<file path="config.mk">
export PLATFORM = sky130hd
export DESIGN_NAME = button_debounce_fsm
export DESIGN_NICKNAME = d
export VERILOG_FILES = /design/src/hw/rtl/dbf_pkg.sv /design/src/hw/rtl/dbf_core.sv /design/src/hw/rtl/dbf_notice_q.sv /design/src/hw/rtl/button_debounce_fsm.sv
export SDC_FILE = /design/constraint.sdc
export NUM_CORES = 1
export LEC_CHECK = 0
export ABC_AREA = 0
export BUFFER_PORTS_ARGS = -buffer_cell sky130_fd_sc_hd__buf_2
export CAP_MARGIN = 5
export CORE_MARGIN = 2
export CORE_UTILIZATION = 55
export DETAILED_ROUTE_END_ITERATION = 6
export PLACE_DENSITY = 0.81
export SLEW_MARGIN = 20
export SYNTH_ARGS = -nofsm -noshare
export SYNTH_HDL_FRONTEND = slang
export SYNTH_SLANG_ARGS = --single-unit
</file>
<file path="constraint.sdc">
create_clock -name clk -period 8.1 [get_ports clk]
set_input_delay 2.025 -clock clk [delete_from_list [all_inputs] [get_ports clk]]
set_output_delay 2.025 -clock clk [all_outputs]
set_load 0.005 [all_outputs]
</file>
<file path="src/hw/rtl/dbf_pkg.sv">
`timescale 1ns / 1ps

package dbf_pkg;

	localparam int CODE_BITS     = 10;
	localparam int TIME_BITS     = 48;
	localparam int TMO_BITS      = 20;
	localparam int CFG_IDX_BITS  = 2;
	localparam int CFG_DATA_BITS = 20;
	localparam int MAX_NOTES     = 3;
	localparam int NOTE_CNT_BITS = 2;

	localparam logic [TMO_BITS-1:0] LONG_TMO_RST  = TMO_BITS'(25000);
	localparam logic [TMO_BITS-1:0] SHORT_TMO_RST = TMO_BITS'(12000);

	// register indexes
	localparam logic [CFG_IDX_BITS-1:0] CFG_LONG_TMO  = 2'd0;
	localparam logic [CFG_IDX_BITS-1:0] CFG_SHORT_TMO = 2'd1;
	localparam logic [CFG_IDX_BITS-1:0] CFG_DEB_OFF   = 2'd2;

	// request kinds
	localparam logic FUNC_CHANGE = 1'b0;
	localparam logic FUNC_CHECK  = 1'b1;

	typedef struct packed {
		logic                 func;
		logic [CODE_BITS-1:0] key_code;
		logic                 is_down;
		logic                 several;
		logic                 first_in_frame;
		logic [TIME_BITS-1:0] time_now;
	} item_t;

	typedef struct packed {
		logic [CODE_BITS-1:0] notice_code;
		logic                 pressed;
		logic [TIME_BITS-1:0] notice_time;
		logic                 last;
	} notice_t;

	// all notices caused by one request, in order from index 0
	typedef struct packed {
		logic [NOTE_CNT_BITS-1:0]      count;
		notice_t [MAX_NOTES-1:0]       items;
	} bundle_t;

endpackage

</file>
<file path="src/hw/rtl/dbf_core.sv">
`timescale 1ns / 1ps

module dbf_core import dbf_pkg::*; (
	input  logic                     clk,
	input  logic                     arst_n,
	input  logic                     item_valid,
	output logic                     item_ready,
	input  item_t                    item,
	input  logic                     cfg_we,
	input  logic [CFG_IDX_BITS-1:0]  cfg_idx,
	input  logic [CFG_DATA_BITS-1:0] cfg_data,
	input  logic                     can_load,
	output logic                     bundle_valid,
	output bundle_t                  bundle
);

	typedef enum logic [3:0] {
		ST_UP             = 4'd0,
		ST_DOWN           = 4'd1,
		ST_DOWN_WAIT      = 4'd2,
		ST_UP_DELAY       = 4'd3,
		ST_UP_DELAY_SP    = 4'd4,
		ST_UP_DETECT_SP   = 4'd5,
		ST_DOWN_DETECT_SP = 4'd6,
		ST_UP_WAIT        = 4'd7,
		ST_DOWN_DELAY     = 4'd8,
		ST_DISABLED       = 4'd9
	} st_t;

	typedef enum logic [2:0] {
		EV_PRESS, EV_RELEASE, EV_LONG, EV_SHORT, EV_OTHER
	} ev_t;

	typedef struct packed {
		st_t                  fsm;
		logic                 spurious_on;
		logic [CODE_BITS-1:0] held_code;
		logic [TIME_BITS-1:0] held_time;
		logic                 long_armed;
		logic [TIME_BITS-1:0] long_deadline;
		logic                 short_armed;
		logic [TIME_BITS-1:0] short_deadline;
	} dbs_t;

	typedef struct packed {
		dbs_t s;
		logic note;
		logic pr;
	} hres_t;

	function automatic hres_t handle(input dbs_t s_in, input ev_t ev,
			input logic [TIME_BITS-1:0] t, input logic [TIME_BITS-1:0] lsum,
			input logic [TIME_BITS-1:0] ssum);
		hres_t r;
		r.s = s_in;
		r.note = 1'b0;
		r.pr = 1'b0;
		if (ev == EV_OTHER) begin
			r.s.long_armed = 1'b0;
			r.s.short_armed = 1'b0;
		end
		unique case (s_in.fsm)
			ST_UP: begin
				if (ev == EV_PRESS) begin
					r.s.held_time = t;
					r.s.long_armed = 1'b1;
					r.s.long_deadline = lsum;
					r.s.fsm = ST_DOWN_WAIT;
					r.note = 1'b1;
					r.pr = 1'b1;
				end
			end
			ST_DOWN: begin
				if (ev == EV_RELEASE) begin
					r.s.held_time = t;
					r.s.long_armed = 1'b1;
					r.s.long_deadline = lsum;
					r.s.short_armed = 1'b1;
					r.s.short_deadline = ssum;
					if (s_in.spurious_on) begin
						r.s.fsm = ST_UP_DELAY_SP;
					end else begin
						r.s.fsm = ST_UP_DETECT_SP;
						r.note = 1'b1;
					end
				end
			end
			ST_DOWN_WAIT: begin
				if (ev == EV_RELEASE) begin
					r.s.fsm = ST_UP_DELAY;
					r.s.held_time = t;
				end else if (ev == EV_LONG || ev == EV_OTHER) begin
					r.s.fsm = ST_DOWN;
				end
			end
			ST_UP_DELAY: begin
				if (ev == EV_PRESS) begin
					r.s.fsm = ST_DOWN_WAIT;
				end else if (ev == EV_LONG || ev == EV_OTHER) begin
					r.s.fsm = ST_UP;
					r.note = 1'b1;
				end
			end
			ST_UP_DELAY_SP: begin
				if (ev == EV_PRESS) begin
					r.s.fsm = ST_DOWN;
					r.s.long_armed = 1'b0;
					r.s.short_armed = 1'b0;
				end else if (ev == EV_SHORT) begin
					r.s.fsm = ST_UP_WAIT;
					r.note = 1'b1;
				end else if (ev == EV_OTHER) begin
					r.s.fsm = ST_UP;
					r.note = 1'b1;
				end
			end
			ST_UP_DETECT_SP: begin
				if (ev == EV_PRESS) begin
					r.s.held_time = t;
					r.s.fsm = ST_DOWN_DETECT_SP;
				end else if (ev == EV_LONG || ev == EV_OTHER) begin
					r.s.fsm = ST_UP;
				end else if (ev == EV_SHORT) begin
					r.s.fsm = ST_UP_WAIT;
				end
			end
			ST_DOWN_DETECT_SP: begin
				if (ev == EV_RELEASE) begin
					r.s.fsm = ST_UP_DETECT_SP;
				end else if (ev == EV_SHORT) begin
					r.s.long_armed = 1'b0;
					r.s.fsm = ST_DOWN;
					r.s.spurious_on = 1'b1;
					r.note = 1'b1;
					r.pr = 1'b1;
				end else if (ev == EV_LONG || ev == EV_OTHER) begin
					r.s.fsm = ST_DOWN;
					r.note = 1'b1;
					r.pr = 1'b1;
				end
			end
			ST_UP_WAIT: begin
				if (ev == EV_PRESS) begin
					r.s.held_time = t;
					r.s.fsm = ST_DOWN_DELAY;
				end else if (ev == EV_LONG || ev == EV_OTHER) begin
					r.s.fsm = ST_UP;
				end
			end
			ST_DOWN_DELAY: begin
				if (ev == EV_RELEASE) begin
					r.s.fsm = ST_UP_WAIT;
				end else if (ev == EV_LONG || ev == EV_OTHER) begin
					r.s.fsm = ST_DOWN;
					r.note = 1'b1;
					r.pr = 1'b1;
				end
			end
			ST_DISABLED: begin
				if (ev == EV_PRESS || ev == EV_RELEASE) begin
					r.s.held_time = t;
					r.note = 1'b1;
					r.pr = (ev == EV_PRESS);
				end
			end
			default: begin
			end
		endcase
		return r;
	endfunction

	logic                valid_s1;
	item_t               item_s1;
	dbs_t                st_q;
	logic [TMO_BITS-1:0] long_tmo_q;
	logic [TMO_BITS-1:0] short_tmo_q;
	logic                deb_off_q;

	logic [TIME_BITS-1:0] t, lsum, ssum;
	logic                 flush_pre, fire_s, fire_l;
	dbs_t                 s_a, s_b, s_c, s_next;
	hres_t                h1, h2, h3, t1, t2;
	hres_t [MAX_NOTES-1:0] slot;

	assign bundle_valid = valid_s1 && can_load;
	assign item_ready   = !valid_s1 || can_load;

	always_ff @(posedge clk or negedge arst_n) begin
		if (!arst_n) begin
			valid_s1 <= 1'b0;
		end else if (item_ready) begin
			valid_s1 <= item_valid;
		end
	end

	always_ff @(posedge clk) begin
		if (item_ready && item_valid) begin
			item_s1 <= item;
		end
	end

	always_ff @(posedge clk or negedge arst_n) begin
		if (!arst_n) begin
			long_tmo_q  <= LONG_TMO_RST;
			short_tmo_q <= SHORT_TMO_RST;
			deb_off_q   <= 1'b0;
		end else if (cfg_we) begin
			unique case (cfg_idx)
				CFG_LONG_TMO:  long_tmo_q  <= cfg_data;
				CFG_SHORT_TMO: short_tmo_q <= cfg_data;
				CFG_DEB_OFF:   deb_off_q   <= cfg_data[0];
				default: begin
				end
			endcase
		end
	end

	assign t    = item_s1.time_now;
	assign lsum = t + TIME_BITS'(long_tmo_q);
	assign ssum = t + TIME_BITS'(short_tmo_q);

	// button change: flush before if needed, the event, flush after for a several-button item
	always_comb begin
		flush_pre = item_s1.first_in_frame
			&& (item_s1.several || item_s1.key_code != st_q.held_code);
		h1.s = st_q;
		h1.note = 1'b0;
		h1.pr = 1'b0;
		if (flush_pre) begin
			h1 = handle(st_q, EV_OTHER, t, lsum, ssum);
		end
		s_a = h1.s;
		// a later item of a several-button frame was flushed by the one before
		if ((flush_pre || (!item_s1.first_in_frame && item_s1.several))
				&& s_a.fsm != ST_DISABLED) begin
			s_a.fsm = item_s1.is_down ? ST_UP : ST_DOWN;
		end
		s_a.held_code = item_s1.key_code;
		h2 = handle(s_a, item_s1.is_down ? EV_PRESS : EV_RELEASE, t, lsum, ssum);
		h3.s = h2.s;
		h3.note = 1'b0;
		h3.pr = 1'b0;
		if (item_s1.several) begin
			h3 = handle(h2.s, EV_OTHER, t, lsum, ssum);
		end
	end

	// time check: short deadline first, then long
	always_comb begin
		fire_s = st_q.short_armed && (t >= st_q.short_deadline);
		s_b = st_q;
		t1.s = st_q;
		t1.note = 1'b0;
		t1.pr = 1'b0;
		if (fire_s) begin
			s_b.short_armed = 1'b0;
			t1 = handle(s_b, EV_SHORT, t, lsum, ssum);
		end
		s_c = t1.s;
		// the short event never rearms the long deadline, only disarms it
		fire_l = s_c.long_armed && (t >= st_q.long_deadline);
		t2.s = s_c;
		t2.note = 1'b0;
		t2.pr = 1'b0;
		if (fire_l) begin
			s_c.long_armed = 1'b0;
			t2 = handle(s_c, EV_LONG, t, lsum, ssum);
		end
	end

	always_comb begin
		if (item_s1.func == FUNC_CHECK) begin
			slot[0] = t1;
			slot[1] = t2;
			slot[2].s = t2.s;
			slot[2].note = 1'b0;
			slot[2].pr = 1'b0;
			s_next = t2.s;
		end else begin
			slot[0] = h1;
			slot[1] = h2;
			slot[2] = h3;
			s_next = h3.s;
		end
	end

	// pack the notices that fired, in order
	always_comb begin
		logic [NOTE_CNT_BITS-1:0] n;
		n = '0;
		bundle = '0;
		for (int i = 0; i < MAX_NOTES; i++) begin
			if (slot[i].note) begin
				bundle.items[n].notice_code = slot[i].s.held_code;
				bundle.items[n].pressed     = slot[i].pr;
				bundle.items[n].notice_time = slot[i].s.held_time;
				bundle.items[n].last        = 1'b0;
				n = n + 1'b1;
			end
		end
		bundle.count = n;
		if (n != '0) begin
			bundle.items[NOTE_CNT_BITS'(n - 1'b1)].last = 1'b1;
		end
	end

	always_ff @(posedge clk or negedge arst_n) begin
		if (!arst_n) begin
			st_q.fsm            <= ST_UP;
			st_q.spurious_on    <= 1'b0;
			st_q.held_code      <= '0;
			st_q.held_time      <= '0;
			st_q.long_armed     <= 1'b0;
			st_q.long_deadline  <= '0;
			st_q.short_armed    <= 1'b0;
			st_q.short_deadline <= '0;
		end else if (bundle_valid) begin
			st_q <= s_next;
		end else if (cfg_we && cfg_idx == CFG_DEB_OFF && cfg_data[0] != deb_off_q) begin
			if (cfg_data[0]) begin
				st_q.fsm         <= ST_DISABLED;
				st_q.long_armed  <= 1'b0;
				st_q.short_armed <= 1'b0;
			end else if (st_q.fsm == ST_DISABLED) begin
				st_q.fsm <= ST_UP;
			end
		end
	end

endmodule

</file>
<file path="src/hw/rtl/dbf_notice_q.sv">
`timescale 1ns / 1ps

module dbf_notice_q import dbf_pkg::*; (
	input  logic    clk,
	input  logic    arst_n,
	input  logic    bundle_valid,
	input  bundle_t bundle,
	output logic    can_load,
	output logic    notice_valid,
	input  logic    notice_ready,
	output notice_t notice
);

	logic [NOTE_CNT_BITS-1:0] cnt_q;
	notice_t                  entry_q [MAX_NOTES];
	logic                     pop;

	assign notice_valid = (cnt_q != '0);
	assign notice       = entry_q[0];
	assign pop          = notice_valid && notice_ready;
	// a new bundle may land once the last pending notice leaves
	assign can_load     = (cnt_q == '0) || (cnt_q == NOTE_CNT_BITS'(1) && notice_ready);

	always_ff @(posedge clk or negedge arst_n) begin
		if (!arst_n) begin
			cnt_q <= '0;
		end else if (bundle_valid) begin
			cnt_q <= bundle.count;
		end else if (pop) begin
			cnt_q <= cnt_q - 1'b1;
		end
	end

	always_ff @(posedge clk) begin
		if (bundle_valid) begin
			for (int i = 0; i < MAX_NOTES; i++) begin
				entry_q[i] <= bundle.items[i];
			end
		end else if (pop) begin
			for (int i = 0; i < MAX_NOTES - 1; i++) begin
				entry_q[i] <= entry_q[i+1];
			end
		end
	end

endmodule

</file>
<file path="src/hw/rtl/button_debounce_fsm.sv">
`timescale 1ns / 1ps

// Button debounce with spurious-release filter. Each request is a button change or a time
// check; the block answers with zero to three press/release notices, the final one flagged
// by last. A request enters an input register and is evaluated combinationally against the
// debounce state, which then commits; its notices go to a three-entry output queue that
// sends one notice per cycle while notice_ready is high. The queue's single output sets the
// pace: a request's notices load from the input register into the queue only once the last
// pending notice leaves. Requests are taken while notices still wait. The user must write
// registers only while no request is in flight; the block itself does not enforce this.
module button_debounce_fsm import dbf_pkg::*; (
	input  logic                     clk,
	input  logic                     arst_n,
	input  logic                     item_valid,
	output logic                     item_ready,
	input  item_t                    item,
	output logic                     notice_valid,
	input  logic                     notice_ready,
	output notice_t                  notice,
	input  logic                     cfg_we,
	input  logic [CFG_IDX_BITS-1:0]  cfg_idx,
	input  logic [CFG_DATA_BITS-1:0] cfg_data
);

	logic    can_load;
	logic    bundle_valid;
	bundle_t bundle;

	dbf_core u_core (
		.clk          (clk),
		.arst_n       (arst_n),
		.item_valid   (item_valid),
		.item_ready   (item_ready),
		.item         (item),
		.cfg_we       (cfg_we),
		.cfg_idx      (cfg_idx),
		.cfg_data     (cfg_data),
		.can_load     (can_load),
		.bundle_valid (bundle_valid),
		.bundle       (bundle)
	);

	dbf_notice_q u_notice_q (
		.clk          (clk),
		.arst_n       (arst_n),
		.bundle_valid (bundle_valid),
		.bundle       (bundle),
		.can_load     (can_load),
		.notice_valid (notice_valid),
		.notice_ready (notice_ready),
		.notice       (notice)
	);

endmodule

</file>
==> flow_metrics.env <==
export IMPL_outcome="finished with violations"
export IMPL_violations="DRC"
export IMPL_synth_top_cell_area_share_pct=28.78
export IMPL_cts_buffers_inserted=48
export IMPL_utilization_pct=60.77
export IMPL_rows=78
export IMPL_ys_warn_count=0
export IMPL_cp_start_kind="flip-flop"
export IMPL_dpl_hpwl_um=45870
export IMPL_cpPeakStageDelay_ns=0.79
export IMPL_vias_per_cell=6.446
export IMPL_grt_pass1_wl_um=108500
export IMPL_crit_buf_inv=3
export IMPL_drc=3
export IMPL_clk_pin_slew_ns=0.06
export IMPL_worstPathMaxFanout=53
export IMPL_p_leak_nw=11.42
export IMPL_cts_max_path_buffers=3
export IMPL_critPathArrivalTime_ns=6.40
export IMPL_hold_path_class="reg -> reg"
export IMPL_fill_cells=3569
export IMPL_coreArea_um2=45380
export IMPL_synth_yosys_seq_area_share_pct=49.16
export IMPL_synth_ff_type="edfxtp_1"
export IMPL_cts_resized=0
export IMPL_synthCells=2457
export IMPL_fin_crit_ns=6.110
export IMPL_die_h_um=218.3
export IMPL_gp_congestion=0.9441
export IMPL_dieArea_um2=47640
export IMPL_synth_top_cell_by_area="edfxtp_1"
export IMPL_period_share_pct=75.43
export IMPL_p_total_mw=11.55
export IMPL_hold_viol_final=0
export IMPL_wirelength_um=69690
export IMPL_io_buffers=150
export IMPL_maxCapViolCount=0
export IMPL_start_util_pct=55.64
export IMPL_postCtsSetupBuffers=0
export IMPL_antenna_found_initial=0
export IMPL_postCtsHoldBufs=0
export IMPL_ios=151
export IMPL_num_vias=20040
export IMPL_dr_pass1_iters=7
export IMPL_diodes=0
export IMPL_crit_chain="inv_1 > ha_1 > nand2b_1 > a2111o_1 > a311oi_1 > a21oi_1 > o221ai_1 > a21oi_1 > a31o_2 > buf_4 > ha_1 > a221oi_4 > buf_4 > a211oi_1"
export IMPL_ys_ff_latch=447
export IMPL_die_x_um=218.3
export IMPL_drive_above_1_share_pct=13.91
export IMPL_avgSynthCellArea_um2=10.28
export IMPL_ir_drop_uv=234.3
export IMPL_placedCellCount=3018
export IMPL_crit_type="reg -> reg"
export IMPL_syn_to_final_growth_pct=9.226
export IMPL_cts_tree="yes"
export IMPL_synthArstFlopShare_pct=45.86
export IMPL_clock_fmax_mhz=163.7
export IMPL_cts_root_buf="clkbuf_16"
export IMPL_syn_cell_area_um2=25250
export IMPL_grt_start_max_net_pins=183
export IMPL_synthDistinctLibCells=78
export IMPL_insertion_delay_ns=0.60
export IMPL_tightest_slew_ns=1.088
export IMPL_cpLargestDelayFamily="compound AO/OA/AOI/OAI gates"
export IMPL_grt_setup_unrepaired="no"
export IMPL_crit_required_ns=8.40
export IMPL_stdcell_count=3109
export IMPL_power_density_nw_per_um2=418.7
export IMPL_antenna_left=0
export IMPL_maxSlewViolCount=0
export IMPL_timing_hold_ws_ns=0.4807
export IMPL_synth_edf_count=242
export IMPL_cpMaxStageDelayCell="a221oi_4"
export IMPL_synth_area_leaders="edfxtp_1 29%, dfrtp_1 19%, ha_1 7.0%"
export IMPL_cts_sinks=447
export IMPL_setup_violations=0
export IMPL_grt_usage_pct=29.07
export IMPL_synth_nets=2689
export IMPL_cp_end_kind="flip-flop"
export IMPL_grt_pass1_vias=19510
export IMPL_h_tree_depth=2
export IMPL_avgRoutedWirePerCell_um=22.41
export IMPL_grt_overflow=0
export IMPL_slew_headroom_pct=27.27
export IMPL_drt_initial_drc_count=2426
export IMPL_synthTopCellsByCount="249 x nor2_1, 242 x edfxtp_1, 192 x dfrtp_1, 177 x o21ai_0, 163 x nand2_1"
export IMPL_clock_skew_ns=0.01239
export IMPL_fin_tns_setup_ns=0
export IMPL_layout_nets=2701
export IMPL_synthMostInstantiatedCell="nor2_1"
==> metrics by stage <==
| step | instance area [µm²] | setup slack (ns) |
|---|---|---|
| 5_1_grt | 27580 | 1.757 |
| 6_report | 27580 | 1.990 |
| 3_3_place_gp | 25950 | 2.304 |
| 3_5_place_dp | 25950 | 2.182 |
| 2_1_floorplan | 25250 | 2.659 |
| 4_1_cts | 27550 | 2.161 |
==> layer usage <==
metal	up-vias	track usage [%]	wire length (µm)
met5	-	0	0
met4	0	11.50	2572
met3	164	5.929	7348
met2	1172	44.58	31340
met1	9708	40.62	28430
li1	8998	-	-
==> power breakdown <==
group          leakage (nW)  internal [mW]  switching [mW]
registers              4.85           3.64           0.741
logic                  5.79           1.77            3.16
clock network         0.784           1.30           0.943
==> cell families after synthesis <==
| family | synth area share [%] |
|---|---|
| other | 0.01485 |
| AOI/OAI and AO/OA | 18.34 |
| xor gates and xnor gates | 3.018 |
| and+or+nand+nor | 10.92 |
| DFF | 49.16 |
| adders and majority gates | 7.145 |
| muxes | 5.138 |
| buffers and inverters | 6.263 |
==> worst reg2reg max path, cell delays in order (launching register included) <==
cell	delay [ns]
edfxtp_1	0.49
inv_1	0.10
ha_1	0.27
nand2b_1	0.14
a2111o_1	0.45
a311oi_1	0.56
a21oi_1	0.20
o221ai_1	0.54
a21oi_1	0.36
a31o_2	0.32
buf_4	0.31
ha_1	0.53
a221oi_4	0.79
buf_4	0.61
a211oi_1	0.13
==> state kept, by name, summed over array words and instances (netlist names) <==
register / count
u_core.deb_off_q: 1
u_core.h2: 10
u_core.item_s1: 4
u_core.long_tmo_q: 20
u_core.s_b: 160
u_core.short_tmo_q: 20
u_core.st_q: 1
u_core.t: 48
u_core.valid_s1: 1
u_notice_q.cnt_q: 2
u_notice_q.entry_q: 180
==> path summary, 6_finish.rpt <==
| kind | startpoint | endpoint | slack (ns) | cells past startpoint |
|---|---|---|---|---|
| worst max-delay path | u_core.t[0] | u_notice_q.entry_q[0][61] | 1.99 | 14 |
| worst min-delay path | u_core.s_b[64] | u_core.s_b[64] | 0.48 | 2 |
| worst max register to register | u_core.t[0] | u_notice_q.entry_q[0][61] | 1.99 | 14 |
| worst min register to register | u_core.s_b[64] | u_core.s_b[64] | 0.48 | 2 |
| max in group asynchronous | arst_n | u_core.s_b[132] | 5.52 | 3 |
| min in group asynchronous | arst_n | u_core.long_tmo_q[2] | 1.30 | 1 |
==> cell usage in the layout (no fill, tap or decap), types with 9 or more instances in the layout <==
cell type	n
clkbuf_1	12
dfstp_2	13
inv_1	118
a311oi_1	21
nor2_1	248
buf_2	149
and3_1	23
nand4_1	20
nand2b_1	14
dfrtp_1	192
mux2i_1	70
mux2_2	53
clkbuf_16	50
a221oi_1	18
xnor2_1	26
o211ai_1	10
buf_4	30
a211oi_1	79
o22ai_1	53
o21ai_0	177
nor3_1	17
edfxtp_1	242
xor2_1	61
and4_1	16
nand3_1	49
o21a_1	9
a21oi_1	151
nand2_1	159
a22oi_1	99
a21o_1	23
ha_1	141
==> area by class of cell <==
| cell class | instances | area [µm²] | share of cell area [%] |
|---|---|---|---|
| Inverter | 119 | 446.7 | 1.620 |
| Multi-Input combinational cell | 1671 | 11330 | 41.09 |
| Timing Repair Buffer | 182 | 1032 | 3.743 |
| Sequential cell | 447 | 12410 | 45.01 |
| Tap cell | 600 | 750.7 | 2.722 |
| Clock inverter | 21 | 211.5 | 0.7667 |
| Clock buffer | 69 | 1393 | 5.049 |
No activity file was read; power rests on OpenSTA's default activity.
